File: config.mk
export PLATFORM = sky130hd
export DESIGN_NAME = ntc_frequency_to_temperature_core
export DESIGN_NICKNAME = d
export VERILOG_FILES = /design/src/hdl/nft_pkg.sv /design/src/hdl/nft_lane.sv /design/src/hdl/ntc_frequency_to_temperature_core.sv
export SDC_FILE = /design/constraint.sdc
export NUM_CORES = 1
export LEC_CHECK = 0
export ABC_CLOCK_PERIOD_IN_PS = 16300
export BUFFER_PORTS_ARGS = -buffer_cell sky130_fd_sc_hd__buf_4
export CAP_MARGIN = 25
export CORE_ASPECT_RATIO = 0.5
export CORE_MARGIN = 1
export CORE_UTILIZATION = 69
export DETAILED_ROUTE_END_ITERATION = 10
export GPL_TIMING_DRIVEN = 0
export PLACE_DENSITY = 0.87
export SLEW_MARGIN = 20
export SYNTH_ARGS = -nofsm -noshare
export SYNTH_HDL_FRONTEND = slang
export SYNTH_HIERARCHICAL = 1
export SYNTH_SLANG_ARGS = --single-unit
File: constraint.sdc
create_clock -name clk_i -period 16.3 [get_ports clk_i]
set_input_delay 0.815 -clock clk_i [delete_from_list [all_inputs] [get_ports clk_i]]
set_output_delay 0.815 -clock clk_i [all_outputs]
set_load 0.05 [all_outputs]
File: src/hdl/nft_pkg.sv
// ----------------------------------------------------------------------------
// nft_pkg: shared constants, types and the sensor table
// Table points in Q16.15, the frequency numerator, and the lane result struct.
// ----------------------------------------------------------------------------
package nft_pkg;

  localparam int unsigned STORED_POINTS = 13;
  localparam int unsigned TABLE_POINTS_DEFAULT = 13;
  localparam int unsigned PT_IDX_W = 6;     // table index, covers TABLE_POINTS up to 64
  localparam int unsigned POINT_W = 20;     // largest point 875560
  localparam int unsigned COUNT_W = 16;
  localparam int unsigned TEMP_W = 7;
  localparam int unsigned DIV_W = 32;       // dividend / quotient width
  localparam int unsigned DVS_W = 17;       // divisor width (count or segment span)
  localparam int unsigned STEP_W = $clog2(DIV_W);

  localparam logic [DIV_W-1:0] FREQ_NUM = 32'd1638400000;  // 50000 in Q16.15
  localparam logic [3:0] DEG_PER_SEG = 4'd10;
  localparam logic [DIV_W-1:0] Q15_MAX = 32'd32767;

  typedef struct packed {
    logic [TEMP_W-1:0] temp;
    logic              valid;
  } nft_res_t;

  // Sensor table, Q16.15, truncated.
  function automatic logic [POINT_W-1:0] ntc_point(input logic [PT_IDX_W-1:0] idx);
    logic [POINT_W-1:0] p;
    unique case (idx)
      6'd0:    p = 20'd196280;
      6'd1:    p = 20'd275906;
      6'd2:    p = 20'd364380;
      6'd3:    p = 20'd454492;
      6'd4:    p = 20'd538378;
      6'd5:    p = 20'd611450;
      6'd6:    p = 20'd671416;
      6'd7:    p = 20'd718929;
      6'd8:    p = 20'd755630;
      6'd9:    p = 20'd783810;
      6'd10:   p = 20'd804782;
      6'd11:   p = 20'd820838;
      6'd12:   p = 20'd875560;
      default: p = 20'd0;
    endcase
    return p;
  endfunction

endpackage

File: src/hdl/nft_lane.sv
// ----------------------------------------------------------------------------
// nft_lane: one sensor channel
// Iterative restoring divider shared by the frequency and fraction divides,
// a table search between them, then the temperature interpolation.
// ----------------------------------------------------------------------------
module nft_lane
  import nft_pkg::*;
#(
  parameter int unsigned TABLE_POINTS = TABLE_POINTS_DEFAULT
) (
  input  logic               clk_i,
  input  logic               rst_ni,
  input  logic               start_i,
  input  logic [COUNT_W-1:0] count_i,
  output logic               ready_o,
  output logic               done_o,
  input  logic               take_i,
  output nft_res_t           res_o
);

  localparam int unsigned NPTS = (TABLE_POINTS < STORED_POINTS) ? TABLE_POINTS : STORED_POINTS;
  localparam int unsigned IDX_W = (NPTS > 1) ? $clog2(NPTS) : 1;

  typedef enum logic [5:0] {
    L_IDLE   = 6'b000001,
    L_DIV_F  = 6'b000010,
    L_SEARCH = 6'b000100,
    L_DIV_Q  = 6'b001000,
    L_FINISH = 6'b010000,
    L_DONE   = 6'b100000
  } lane_state_e;

  lane_state_e        state_q, state_d;
  logic [DIV_W-1:0]   dvd_q, dvd_d;
  logic [DIV_W-1:0]   quo_q, quo_d;
  logic [DVS_W-1:0]   rem_q, rem_d;
  logic [DVS_W-1:0]   dvs_q, dvs_d;
  logic [STEP_W-1:0]  step_q, step_d;
  logic [IDX_W-1:0]   idx_q, idx_d;
  nft_res_t           res_q, res_d;

  // divider step
  logic [DVS_W:0]     sh;
  logic               ge;
  logic [DVS_W:0]     diff;

  // search
  logic [IDX_W-1:0]   sel;
  logic [POINT_W-1:0] lo_pt, hi_pt, first_pt, last_pt, off;
  logic               in_range;

  // interpolation
  logic [14:0]        qs;
  logic [18:0]        prod;
  logic [7:0]         seg, tsum;

  always_comb begin
    sh   = {rem_q, dvd_q[DIV_W-1]};
    ge   = (sh >= {1'b0, dvs_q});
    diff = sh - {1'b0, dvs_q};
  end

  always_comb begin
    first_pt = ntc_point('0);
    last_pt  = ntc_point(PT_IDX_W'(NPTS - 1));
    in_range = (quo_q >= DIV_W'(first_pt)) && (quo_q <= DIV_W'(last_pt));
    sel = IDX_W'(NPTS - 1);
    for (int i = NPTS - 1; i >= 1; i--) begin
      if (quo_q <= DIV_W'(ntc_point(PT_IDX_W'(i)))) begin
        sel = IDX_W'(i);
      end
    end
    hi_pt = ntc_point(PT_IDX_W'(sel));
    lo_pt = ntc_point(PT_IDX_W'(sel) - PT_IDX_W'(1));
    off   = quo_q[POINT_W-1:0] - lo_pt;
  end

  always_comb begin
    qs   = (quo_q > Q15_MAX) ? Q15_MAX[14:0] : quo_q[14:0];
    prod = 19'(qs) * 19'(DEG_PER_SEG);
    seg  = 8'(idx_q) - 8'd1;
    tsum = 8'(seg * 8'(DEG_PER_SEG)) + {4'b0, prod[18:15]};
  end

  always_comb begin
    state_d = state_q;
    dvd_d   = dvd_q;
    quo_d   = quo_q;
    rem_d   = rem_q;
    dvs_d   = dvs_q;
    step_d  = step_q;
    idx_d   = idx_q;
    res_d   = res_q;
    unique case (state_q)
      L_IDLE: begin
        if (start_i) begin
          dvd_d  = FREQ_NUM;
          dvs_d  = {1'b0, count_i};
          rem_d  = '0;
          step_d = '0;
          res_d  = '0;
          state_d = (count_i == '0) ? L_DONE : L_DIV_F;
        end
      end
      L_DIV_F, L_DIV_Q: begin
        rem_d  = ge ? diff[DVS_W-1:0] : sh[DVS_W-1:0];
        quo_d  = {quo_q[DIV_W-2:0], ge};
        dvd_d  = {dvd_q[DIV_W-2:0], 1'b0};
        step_d = step_q + STEP_W'(1);
        if (step_q == STEP_W'(DIV_W - 1)) begin
          state_d = (state_q == L_DIV_F) ? L_SEARCH : L_FINISH;
        end
      end
      L_SEARCH: begin
        if (!in_range) begin
          res_d   = '0;
          state_d = L_DONE;
        end else if (quo_q == DIV_W'(first_pt)) begin
          res_d   = '{temp: '0, valid: 1'b1};
          state_d = L_DONE;
        end else begin
          // offset <= span < 2^17, so the Q15 shift fits the dividend
          dvd_d   = {off[DVS_W-1:0], 15'b0};
          dvs_d   = DVS_W'(hi_pt - lo_pt);
          rem_d   = '0;
          step_d  = '0;
          idx_d   = sel;
          state_d = L_DIV_Q;
        end
      end
      L_FINISH: begin
        res_d   = '{temp: tsum[TEMP_W-1:0], valid: 1'b1};
        state_d = L_DONE;
      end
      L_DONE: begin
        if (take_i) state_d = L_IDLE;
      end
      default: state_d = L_IDLE;
    endcase
  end

  always_ff @(posedge clk_i or negedge rst_ni) begin
    if (!rst_ni) begin
      state_q <= L_IDLE;
    end else begin
      state_q <= state_d;
    end
  end

  always_ff @(posedge clk_i) begin
    dvd_q  <= dvd_d;
    quo_q  <= quo_d;
    rem_q  <= rem_d;
    dvs_q  <= dvs_d;
    step_q <= step_d;
    idx_q  <= idx_d;
    res_q  <= res_d;
  end

  assign ready_o = (state_q == L_IDLE);
  assign done_o  = (state_q == L_DONE);
  assign res_o   = res_q;

endmodule

File: src/hdl/ntc_frequency_to_temperature_core.sv
// ----------------------------------------------------------------------------
// ntc_frequency_to_temperature_core: dual NTC oscillator period to temperature
// Two channel lanes in parallel, merged into one registered result.
// ----------------------------------------------------------------------------
// Each request carries two capture periods (high- and low-voltage sensor).
// Both lanes convert their count independently: frequency = 1638400000/count
// in Q16.15 by a 32-step restoring divide, a table search for the
// segment, then a second 32-step divide for the Q15 fraction and the
// interpolation temp = 10*(seg-1) + (10*frac >> 15). A zero count or a
// frequency off the table yields valid=0, temp=0. A reading uses the search,
// the finish step and both divides of the bit-serial divider in its lane
// before the hand-off; a zero count or off-table reading ends sooner. A new
// request is taken as soon as both lanes are idle, while the previous result
// may still wait in the output register.
// ----------------------------------------------------------------------------
module ntc_frequency_to_temperature_core
  import nft_pkg::*;
#(
  parameter int unsigned TABLE_POINTS = TABLE_POINTS_DEFAULT
) (
  input  logic        clk_i,
  input  logic        rst_ni,
  input  logic        s_axis_tvalid,
  output logic        s_axis_tready,
  input  logic [31:0] s_axis_tdata,   // [15:0] hv_capture_count, [31:16] lv_capture_count
  output logic        m_axis_tvalid,
  input  logic        m_axis_tready,
  output logic [15:0] m_axis_tdata    // [6:0] hv_temperature, [7] hv_valid,
                                      // [14:8] lv_temperature, [15] lv_valid
);

  logic     in_acc;
  logic     hv_ready, lv_ready, hv_done, lv_done;
  logic     load;
  nft_res_t hv_res, lv_res;
  logic     out_vld_q;
  nft_res_t out_hv_q, out_lv_q;

  assign s_axis_tready = hv_ready & lv_ready;
  assign in_acc        = s_axis_tvalid & s_axis_tready;

  nft_lane #(.TABLE_POINTS(TABLE_POINTS)) u_hv_lane (
    .clk_i   (clk_i),
    .rst_ni  (rst_ni),
    .start_i (in_acc),
    .count_i (s_axis_tdata[15:0]),
    .ready_o (hv_ready),
    .done_o  (hv_done),
    .take_i  (load),
    .res_o   (hv_res)
  );

  nft_lane #(.TABLE_POINTS(TABLE_POINTS)) u_lv_lane (
    .clk_i   (clk_i),
    .rst_ni  (rst_ni),
    .start_i (in_acc),
    .count_i (s_axis_tdata[31:16]),
    .ready_o (lv_ready),
    .done_o  (lv_done),
    .take_i  (load),
    .res_o   (lv_res)
  );

  // merge: both lanes finished and output slot free or draining
  assign load = hv_done & lv_done & (~out_vld_q | m_axis_tready);

  always_ff @(posedge clk_i or negedge rst_ni) begin
    if (!rst_ni) begin
      out_vld_q <= 1'b0;
    end else if (load) begin
      out_vld_q <= 1'b1;
    end else if (m_axis_tready) begin
      out_vld_q <= 1'b0;
    end
  end

  always_ff @(posedge clk_i) begin
    if (load) begin
      out_hv_q <= hv_res;
      out_lv_q <= lv_res;
    end
  end

  assign m_axis_tvalid = out_vld_q;
  assign m_axis_tdata  = {out_lv_q.valid, out_lv_q.temp, out_hv_q.valid, out_hv_q.temp};

  // an invalid reading always reports zero temperature
  a_invalid_zero: assert property (@(posedge clk_i) disable iff (!rst_ni)
    out_vld_q |-> ((out_hv_q.valid || out_hv_q.temp == '0) &&
                   (out_lv_q.valid || out_lv_q.temp == '0)))
    else $error("invalid reading with nonzero temperature");

  // temperature stays within the twelve table segments
  a_temp_range: assert property (@(posedge clk_i) disable iff (!rst_ni)
    out_vld_q |-> (out_hv_q.temp <= 7'd119 && out_lv_q.temp <= 7'd119))
    else $error("temperature beyond table range");

  // lanes leave idle right after a request is taken
  a_busy_after_req: assert property (@(posedge clk_i) disable iff (!rst_ni)
    in_acc |=> !s_axis_tready)
    else $error("input ready while lanes busy");

  // a lane result is only moved when both lanes have finished
  a_merge_both: assert property (@(posedge clk_i) disable iff (!rst_ni)
    load |-> (hv_done && lv_done && !hv_ready && !lv_ready))
    else $error("merge without both lane results");

endmodule

; After elaboration in Yosys (flattened, before gate mapping)
; Memories as Yosys holds them, arrays and structs flattened.
; Index checks and enable logic that the tools add are counted.
[classes]
addsub = 14
multipliers = 4
magnitude_cmp = 30
n_eq_ne = 28
mux = 81
bitwise_logic = 8
n_reduce_logical = 25
[op_table]
columns = op, n
row1 = "32-bit by 20-bit less-or-equal comparator with 1-bit output, second input constant", 18
row2 = 17-bit two-way mux, 15
row3 = "32-bit by 19-bit less-or-equal comparator with 1-bit output, second input constant", 6
row4 = 32-bit one-hot mux with 3 select lines, 2
row5 = 32-bit two-way mux, 5
row6 = 17-bit one-hot mux with 3 select lines, 2
row7 = 17-bit subtractor, 6
row8 = 17-bit one-hot mux with 2 select lines, 2
row9 = 6-bit two-way mux, 11
row10 = "32-bit by 18-bit equality test with 1-bit output, second input constant", 2
row11 = "32-bit by 18-bit greater-or-equal comparator with 1-bit output, second input constant", 2
row12 = "32-bit by 15-bit > comparator with 1-bit output, second input constant", 2
row13 = 6-bit one-hot mux with 5 select lines, 2
row14 = 4-bit two-way mux, 14
row15 = 8-bit one-hot mux with 3 select lines, 2
row16 = 8-bit two-way mux, 5
row17 = 18-bit by 17-bit greater-or-equal comparator with 1-bit output, 2
row18 = "15-bit by 3-bit multiplier with 18-bit output, second input constant", 2
row19 = 5-bit two-way mux, 7
row20 = 16-bit logical NOT, 2
row21 = 15-bit two-way mux, 2
row22 = 5-bit one-hot mux with 3 select lines, 2
row23 = 3-bit two-way mux, 8
row24 = "4-bit by 1-bit subtractor with 5-bit output, second input constant", 4
row25 = other kinds (24), 65
[totals]
register_bits = 259
rom_bits = 1280
input_bits = 36
output_inout_bits = 18
elab_cells = 217
mem_count = 4
[mem_list]
columns = memory, words, width, rd, rd_clocked_by_memory_dff, wr, line
row1 = (no name shown), 16, 20, 1, 0, 0, nft_pkg.sv:29  ; unique case (idx)
row2 = (no name shown), 16, 20, 1, 0, 0, nft_pkg.sv:29
row3 = (no name shown), 16, 20, 1, 0, 0, nft_pkg.sv:29
row4 = (no name shown), 16, 20, 1, 0, 0, nft_pkg.sv:29

; Longest topological paths before layout
[logic_depth]
ltp_word = 19
mapped_depth = 30
ltp_nobuf = 25

; By module
; The synthesis kept the hierarchy.
[modules_own_cells]
columns = mod, instances, cells_per_inst, area_per_inst_um2, seq_area_each_um2
row1 = nft_lane at u_lv_lane, 1, 1019, 9183.8, 3154.3
row2 = nft_lane at u_hv_lane, 1, 991, 8901.0, 3154.3
row3 = ntc_frequency_to_temperature_core, 1, 24, 539.3, 505.5

; Worst setup path after synthesis
; OpenSTA, ideal clock, no wires.
[synth_timing]
kind = reg2reg
from = register u_lv_lane.quo_q[23]
to = register u_lv_lane.dvs_q[16], data pin
setup_ns = 0.265
t_arrival_ns = 6.535
required_ns = 16.035
setup_slack_ns = 9.500
path_stages_with_launch = 31
n_path_buf = 5
period_less_slack_ns = 6.800
cell_sequence = edfxtp_1 -> or4_4 -> or3_1 -> clkbuf_2 -> a311o_1 -> a21o_1 -> buf_6 -> inv_6 -> buf_6 -> o21ai_2 -> a21oi_4 -> nor2_1 -> inv_2 -> nand2_1 -> ha_1 -> buf_2 -> clkbuf_1 -> and3_1 -> ha_1 -> inv_1 -> fa_1 -> a21o_1 -> a21o_1 -> a2111oi_0 -> o31ai_1 -> o41a_1 -> a21o_1 -> a21oi_1 -> o21ai_0 -> xnor3_1 -> nor2_1
[synth_between]
elab_cells_between_ends = 31
classes_between = 2 x add/sub / 11 x order compare / 15 x mux / 1 x reduce/logical / 2 x memory
[synth_rtl]
columns = item, line
row1 = "start, declared", nft_lane.sv:35  ; logic [DIV_W-1:0] quo_q, quo_d;
row2 = "start signal, assigned", nft_lane.sv:152  ; quo_q <= quo_d;
row3 = 32-bit by 20-bit less-or-equal comparator with 1-bit output, nft_lane.sv:69  ; if (quo_q <= DIV_W'(ntc_point(PT_IDX_W'(i)))) begin
row4 = 4-bit two-way mux (6 in series), nft_lane.sv:69
row5 = 4-bit two-way mux *, nft_lane.sv:69
row6 = net u_lv_lane.sel[3], nft_lane.sv:48  ; logic [IDX_W-1:0] sel;
row7 = 4-bit by 1-bit subtractor with 5-bit output, nft_lane.sv:74  ; lo_pt = ntc_point(PT_IDX_W'(sel) - PT_IDX_W'(1));
row8 = memory 16 x 20 bit or 2-bit logical NOT (tied branches), --
row9 = 17-bit two-way mux, nft_pkg.sv:29
row10 = 17-bit subtractor *, nft_lane.sv:124  ; dvs_d = DVS_W'(hi_pt - lo_pt);
row11 = 17-bit two-way mux *, nft_lane.sv:118  ; end else if (quo_q == DIV_W'(first_pt)) begin
row12 = 17-bit two-way mux *, nft_lane.sv:115  ; if (!in_range) begin
row13 = 17-bit one-hot mux with 2 select lines *, nft_lane.sv:94  ; unique case (state_q)
row14 = "end signal, assigned", nft_lane.sv:154  ; dvs_q <= dvs_d;
row15 = "end, declared", nft_lane.sv:37  ; logic [DVS_W-1:0] dvs_q, dvs_d;
; Mark *: on every way through the listed nets, which the timed path passes. The rest lies on a longest branch. The select of a mux whose other input is x is not followed.
; A chain may end at the register's enable or synchronous reset.

; Worst setup path after layout
[layout_timing]
from = register u_lv_lane.quo_q[10]
to = register u_lv_lane.dvs_q[16], data pin
[layout_between]
elab_chain_cells = 19
elab_cells_between_ends = 31
classes_between = 2 x add/sub / 11 x order compare / 15 x mux / 1 x reduce/logical / 2 x memory
[layout_lines]
columns = item, line
row1 = 32-bit by 20-bit less-or-equal comparator with 1-bit output, nft_lane.sv:69
row2 = 3-bit two-way mux (4 in series), nft_lane.sv:69
row3 = 4-bit two-way mux (6 in series), nft_lane.sv:69
row4 = 4-bit two-way mux *, nft_lane.sv:69
row5 = net u_lv_lane.sel[1], nft_lane.sv:48
row6 = 4-bit by 1-bit subtractor with 5-bit output, nft_lane.sv:74
row7 = memory 16 x 20 bit or 2-bit logical NOT (tied branches), --
row8 = 17-bit two-way mux, nft_pkg.sv:29
row9 = 17-bit subtractor *, nft_lane.sv:124
row10 = 17-bit two-way mux *, nft_lane.sv:118
row11 = 17-bit two-way mux *, nft_lane.sv:115
row12 = 17-bit one-hot mux with 2 select lines *, nft_lane.sv:94
; Marked as above.

==> impl_summary.log <==
INFO  metric report.final.slew_viol_count = 0
INFO  metric netlist_area = 18620 µm²
INFO  metric final-instance-count-excl-fill = 2491
INFO  metric io_pins = 54
INFO  metric cts.htree.levels = 1
INFO  metric timing.max_slew.rel_slack = 0.3443
INFO  metric synth_top_flop_cell = sky130_fd_sc_hd__edfxtp_1
INFO  metric cts_resized = 0
INFO  metric clock_transition_at_path_regs = 0.07 ns
INFO  metric number_of_sinks_on_the_clock_net = 229
INFO  metric critPathMaxFanout = 10
INFO  metric die_area = 27690 µm²
INFO  metric n_antenna_cell = 0
INFO  metric dr.first_iter.drc_count = 2447
INFO  metric achievable-frequency = 0.1210 GHz
INFO  metric syn-mean-instance-area = 9.156 µm²
INFO  metric clkLatencyLatePin = 0.54 ns
INFO  metric lkg_pwr = 0.008135 µW
INFO  metric num_vias = 16940
INFO  metric worstSetupStartpointType = register
INFO  metric grt_max_degree = 34
INFO  metric synth_fp_nets = 2264
INFO  metric cts_max_path_buffers = 3
INFO  metric crit_path_end_kind = register
INFO  metric die_h = 118.2 µm
INFO  metric instance_count_of_the_mapped_netlist = 2034
INFO  metric final_min_period_over_clock_period = 0.5072
INFO  metric ys_warn_count = 6
INFO  metric grt_pass1_vias = 15770
INFO  metric timing.setup.critical_path_class = register to register
INFO  metric dpl_cell_area = 19680 µm²
INFO  metric dp_hpwl = 39970 µm
INFO  metric cts_tree = done
INFO  metric grt_first_pass_wirelength = 83810 µm
INFO  metric max_slew.worst_pin.slew = 0.9769 ns
INFO  metric period_needed = 8.267 ns
INFO  metric row_count = 42
INFO  metric synth_sequential_area_ratio = 0.3659
INFO  metric asyncSetResetFlopFracSynth = 0.05677
INFO  metric buffer_ports.inserted = 53
INFO  metric layout.cell_area.non_filler = 20370 µm²
INFO  metric antenna_found_initial = 1
INFO  metric core = 26490 µm²
INFO  metric cts_buffers = 22
INFO  metric timing.critical_path.required = 16.68 ns
INFO  metric status = finished clean
INFO  metric drv.max_cap_violation_count = 0
INFO  metric hold_viol = 0
INFO  metric detail_route.drc_violations = 0
INFO  metric post_dr_vias_cell = 6.799
INFO  metric max-vdd-ir-drop = 119.3 µV
INFO  metric synth_seq_cells = 229
INFO  metric synthDistinctLibCells = 97
INFO  metric gp_congestion = 0.9979
INFO  metric number_of_fill_cells_in_the_layout = 1832
INFO  metric finalClockSkew = 0.01832 ns
INFO  metric route.detailed.wl_per_inst = 21.33 µm
INFO  metric rsz0062_at_grt = no
INFO  metric p_total = 2854 µW
INFO  metric floorplan.initialDensity = 0.7032
INFO  metric post-cts-setup-buffer-count = 0
INFO  metric floorplan.die.width = 234.3 µm
INFO  metric critPathArrivalTime = 8.65 ns
INFO  metric design.final.nets = 2353
INFO  metric synth_edf_count = 216
INFO  metric setup_violations = 0
INFO  metric routed_wirelength = 53140 µm
INFO  metric cts_hold_repair.buffers = 0
INFO  metric grt_usage = 0.3825
INFO  metric clock_tree.root_cell = sky130_fd_sc_hd__clkbuf_16
INFO  metric cellPowerDensity = 140.1 nW/µm²
INFO  metric areaGrowthSynthToFinish = 9.352%
INFO  metric finalSetupTns = 0 ns
INFO  metric gr-total-overflow = 0
INFO  metric drive_gt1_frac = 0.09210
INFO  metric dp.cells = 2450
INFO  metric cells_on_worst_reg2reg_path = 27
INFO  metric hold-worst-slack = 0.1143 ns
INFO  metric drtPass1Iterations = 8
INFO  metric detail-route-antenna-nets = 0
INFO  metric hp-class = input pin to asynchronous set/reset pin
==> Yosys cell counts, types with 8 or more instances <==
| cell | number | share of area |
|---|---|---|
| sky130_fd_sc_hd__edfxtp_1 | 216 | 0.35 |
| sky130_fd_sc_hd__nand2_1 | 187 | 0.038 |
| sky130_fd_sc_hd__ha_1 | 184 | 0.12 |
| sky130_fd_sc_hd__nor2_1 | 180 | 0.036 |
| sky130_fd_sc_hd__o21ai_0 | 143 | 0.038 |
| sky130_fd_sc_hd__a21oi_1 | 134 | 0.036 |
| sky130_fd_sc_hd__inv_1 | 102 | 0.021 |
| sky130_fd_sc_hd__clkbuf_1 | 68 | 0.014 |
| sky130_fd_sc_hd__nand3_1 | 60 | 0.016 |
| sky130_fd_sc_hd__xnor2_1 | 49 | 0.023 |
| sky130_fd_sc_hd__nor3_1 | 48 | 0.013 |
| sky130_fd_sc_hd__xor2_1 | 42 | 0.020 |
| sky130_fd_sc_hd__a21o_1 | 38 | 0.015 |
| sky130_fd_sc_hd__or2_2 | 33 | 0.011 |
| sky130_fd_sc_hd__nor4_1 | 31 | 0.010 |
| sky130_fd_sc_hd__nand4_1 | 30 | 0.010 |
| sky130_fd_sc_hd__and3_1 | 29 | 0.0097 |
| sky130_fd_sc_hd__nand2b_1 | 29 | 0.0097 |
| sky130_fd_sc_hd__mux2i_1 | 27 | 0.015 |
| sky130_fd_sc_hd__or3_1 | 26 | 0.0087 |
| sky130_fd_sc_hd__nor2b_1 | 25 | 0.0084 |
| sky130_fd_sc_hd__a211oi_1 | 22 | 0.0089 |
| sky130_fd_sc_hd__a31oi_1 | 20 | 0.0067 |
| sky130_fd_sc_hd__and2_1 | 16 | 0.0054 |
| sky130_fd_sc_hd__o22ai_1 | 15 | 0.0050 |
| sky130_fd_sc_hd__o211ai_1 | 14 | 0.0056 |
| sky130_fd_sc_hd__o31ai_1 | 14 | 0.0056 |
| sky130_fd_sc_hd__nor3b_1 | 12 | 0.0048 |
| sky130_fd_sc_hd__o41ai_1 | 12 | 0.0056 |
| sky130_fd_sc_hd__a31o_2 | 11 | 0.0052 |
| sky130_fd_sc_hd__dfrtp_1 | 11 | 0.015 |
| sky130_fd_sc_hd__or4_1 | 11 | 0.0044 |
| sky130_fd_sc_hd__fa_1 | 10 | 0.011 |
| sky130_fd_sc_hd__nand3b_1 | 10 | 0.0040 |
| sky130_fd_sc_hd__a21boi_0 | 9 | 0.0036 |
| sky130_fd_sc_hd__nand4b_1 | 9 | 0.0042 |
| sky130_fd_sc_hd__o21a_1 | 8 | 0.0032 |
==> worst max-delay path, stage by stage, from the launching register on <==
cell and delay [ns]:
sky130_fd_sc_hd__edfxtp_1 0.57, sky130_fd_sc_hd__clkbuf_1 0.42, sky130_fd_sc_hd__nand2_1 0.14, sky130_fd_sc_hd__o311ai_0 0.47, sky130_fd_sc_hd__a21boi_0 0.22, sky130_fd_sc_hd__o31ai_1 0.81
sky130_fd_sc_hd__o21ai_2 0.16, sky130_fd_sc_hd__a21oi_4 0.21, sky130_fd_sc_hd__nor2_1 0.19, sky130_fd_sc_hd__inv_2 0.18, sky130_fd_sc_hd__nand2_1 0.09, sky130_fd_sc_hd__ha_1 0.41
sky130_fd_sc_hd__buf_2 0.26, sky130_fd_sc_hd__clkbuf_1 0.37, sky130_fd_sc_hd__and3_1 0.27, sky130_fd_sc_hd__ha_1 0.16, sky130_fd_sc_hd__inv_1 0.06, sky130_fd_sc_hd__fa_1 0.39
sky130_fd_sc_hd__a21o_1 0.17, sky130_fd_sc_hd__a21o_1 0.22, sky130_fd_sc_hd__a2111oi_0 0.62, sky130_fd_sc_hd__o31ai_1 0.24, sky130_fd_sc_hd__o41a_1 0.40, sky130_fd_sc_hd__a21o_1 0.20
sky130_fd_sc_hd__a21oi_1 0.23, sky130_fd_sc_hd__o21ai_0 0.16, sky130_fd_sc_hd__xnor3_1 0.34, sky130_fd_sc_hd__nor2_1 0.15
==> through the flow <==
| stage | setup slack [ns] | utilization |
|---|---|---|
| final | 8.033 | 0.7689 |
| after global routing | 7.662 | 0.7689 |
| after CTS | 8.276 | 0.7688 |
| after detailed placement | 8.321 | 0.7429 |
| after global placement | 8.292 | 0.7348 |
| after floorplan | 9.500 | - |
==> state kept, by name, indices dropped and copies added, names as in the netlist, 8 cells and up <==
signal / count
u_lv_lane/dvs_q: 17
u_lv_lane/res_o: 8
u_lv_lane/quo_q: 32
u_lv_lane/dvd_q: 17
u_lv_lane/rem_q: 17
u_hv_lane/quo_q: 32
u_hv_lane/dvd_q: 17
u_hv_lane/dvs_q: 17
m_axis_tdata: 16
u_hv_lane/res_o: 8
u_hv_lane/rem_q: 17
==> path summary, 6_finish.rpt <==
path	startpoint	to	slack, ns
min reg2reg	u_lv_lane/res_o[3]	m_axis_tdata[10]	0.42
max reg2reg	u_lv_lane/quo_q[10]	u_lv_lane/dvs_q[16]	8.03
max	u_lv_lane/quo_q[10]	u_lv_lane/dvs_q[16]	8.03
min	rst_ni	u_hv_lane/state_q[5]	0.11
min in group clk_i	u_lv_lane/res_o[3]	m_axis_tdata[10]	0.42
max in group asynchronous	rst_ni	u_lv_lane/state_q[0]	15.95
==> metal layers <==
metal	global-route usage	wire (µm)
met1	0.5603	22930
met2	0.5828	23310
met3	0.07022	5510
met4	0.1016	1391
met5	0	0
==> area by class of cell <==
cell class	count	area, µm²	area share
multi-input cells	1612	11050	0.5424
flip-flops and latches	229	6814	0.3346
repair buffers	65	575.6	0.02826
clock buffers	26	565.5	0.02777
well taps	352	440.4	0.02163
inverters	109	414.1	0.02034
plain buffers	84	390.4	0.01917
clock inverters	14	118.9	0.005836
==> layout by cell type (no fill, tap or decap), types with 14 or more instances in the layout <==
cell,synthesis,layout
sky130_fd_sc_hd__or3_1,26,26
sky130_fd_sc_hd__or2_2,33,33
sky130_fd_sc_hd__o31ai_1,14,14
sky130_fd_sc_hd__nand3_1,60,60
sky130_fd_sc_hd__xor2_1,42,42
sky130_fd_sc_hd__edfxtp_1,216,216
sky130_fd_sc_hd__nor3_1,48,48
sky130_fd_sc_hd__a21o_1,38,38
sky130_fd_sc_hd__nand2_1,187,187
sky130_fd_sc_hd__ha_1,184,184
sky130_fd_sc_hd__inv_1,102,102
sky130_fd_sc_hd__o22ai_1,15,15
sky130_fd_sc_hd__a21oi_1,134,131
sky130_fd_sc_hd__nand4_1,30,30
sky130_fd_sc_hd__o211ai_1,14,14
sky130_fd_sc_hd__and3_1,29,29
sky130_fd_sc_hd__mux2i_1,27,27
sky130_fd_sc_hd__clkbuf_16,0,22
sky130_fd_sc_hd__nor2_1,180,180
sky130_fd_sc_hd__nand2b_1,29,29
sky130_fd_sc_hd__xnor2_1,49,49
sky130_fd_sc_hd__nor2b_1,25,25
sky130_fd_sc_hd__a31oi_1,20,20
sky130_fd_sc_hd__nor4_1,31,31
sky130_fd_sc_hd__buf_4,3,57
sky130_fd_sc_hd__and2_1,16,16
sky130_fd_sc_hd__o21ai_0,143,143
sky130_fd_sc_hd__clkbuf_1,68,70
sky130_fd_sc_hd__a211oi_1,22,22
==> power by group <==
group	internal, µW	switching (µW)	total (µW)
clock	268	241	509
sequential	935	115	1050
combinational	496	799	1300
==> cells by family (layout without fill, tap and decap cells) <==
group,count (synthesis),count (layout),synth area share
flops,229,229,0.3659
compound gates,513,513,0.1771
xor+xnor,92,92,0.04400
mux,31,31,0.01693
fa+ha+maj,194,194,0.1344
simple gates,782,782,0.2187
buf+inv,193,298,0.04306
Power figures use the tool's default switching activity.
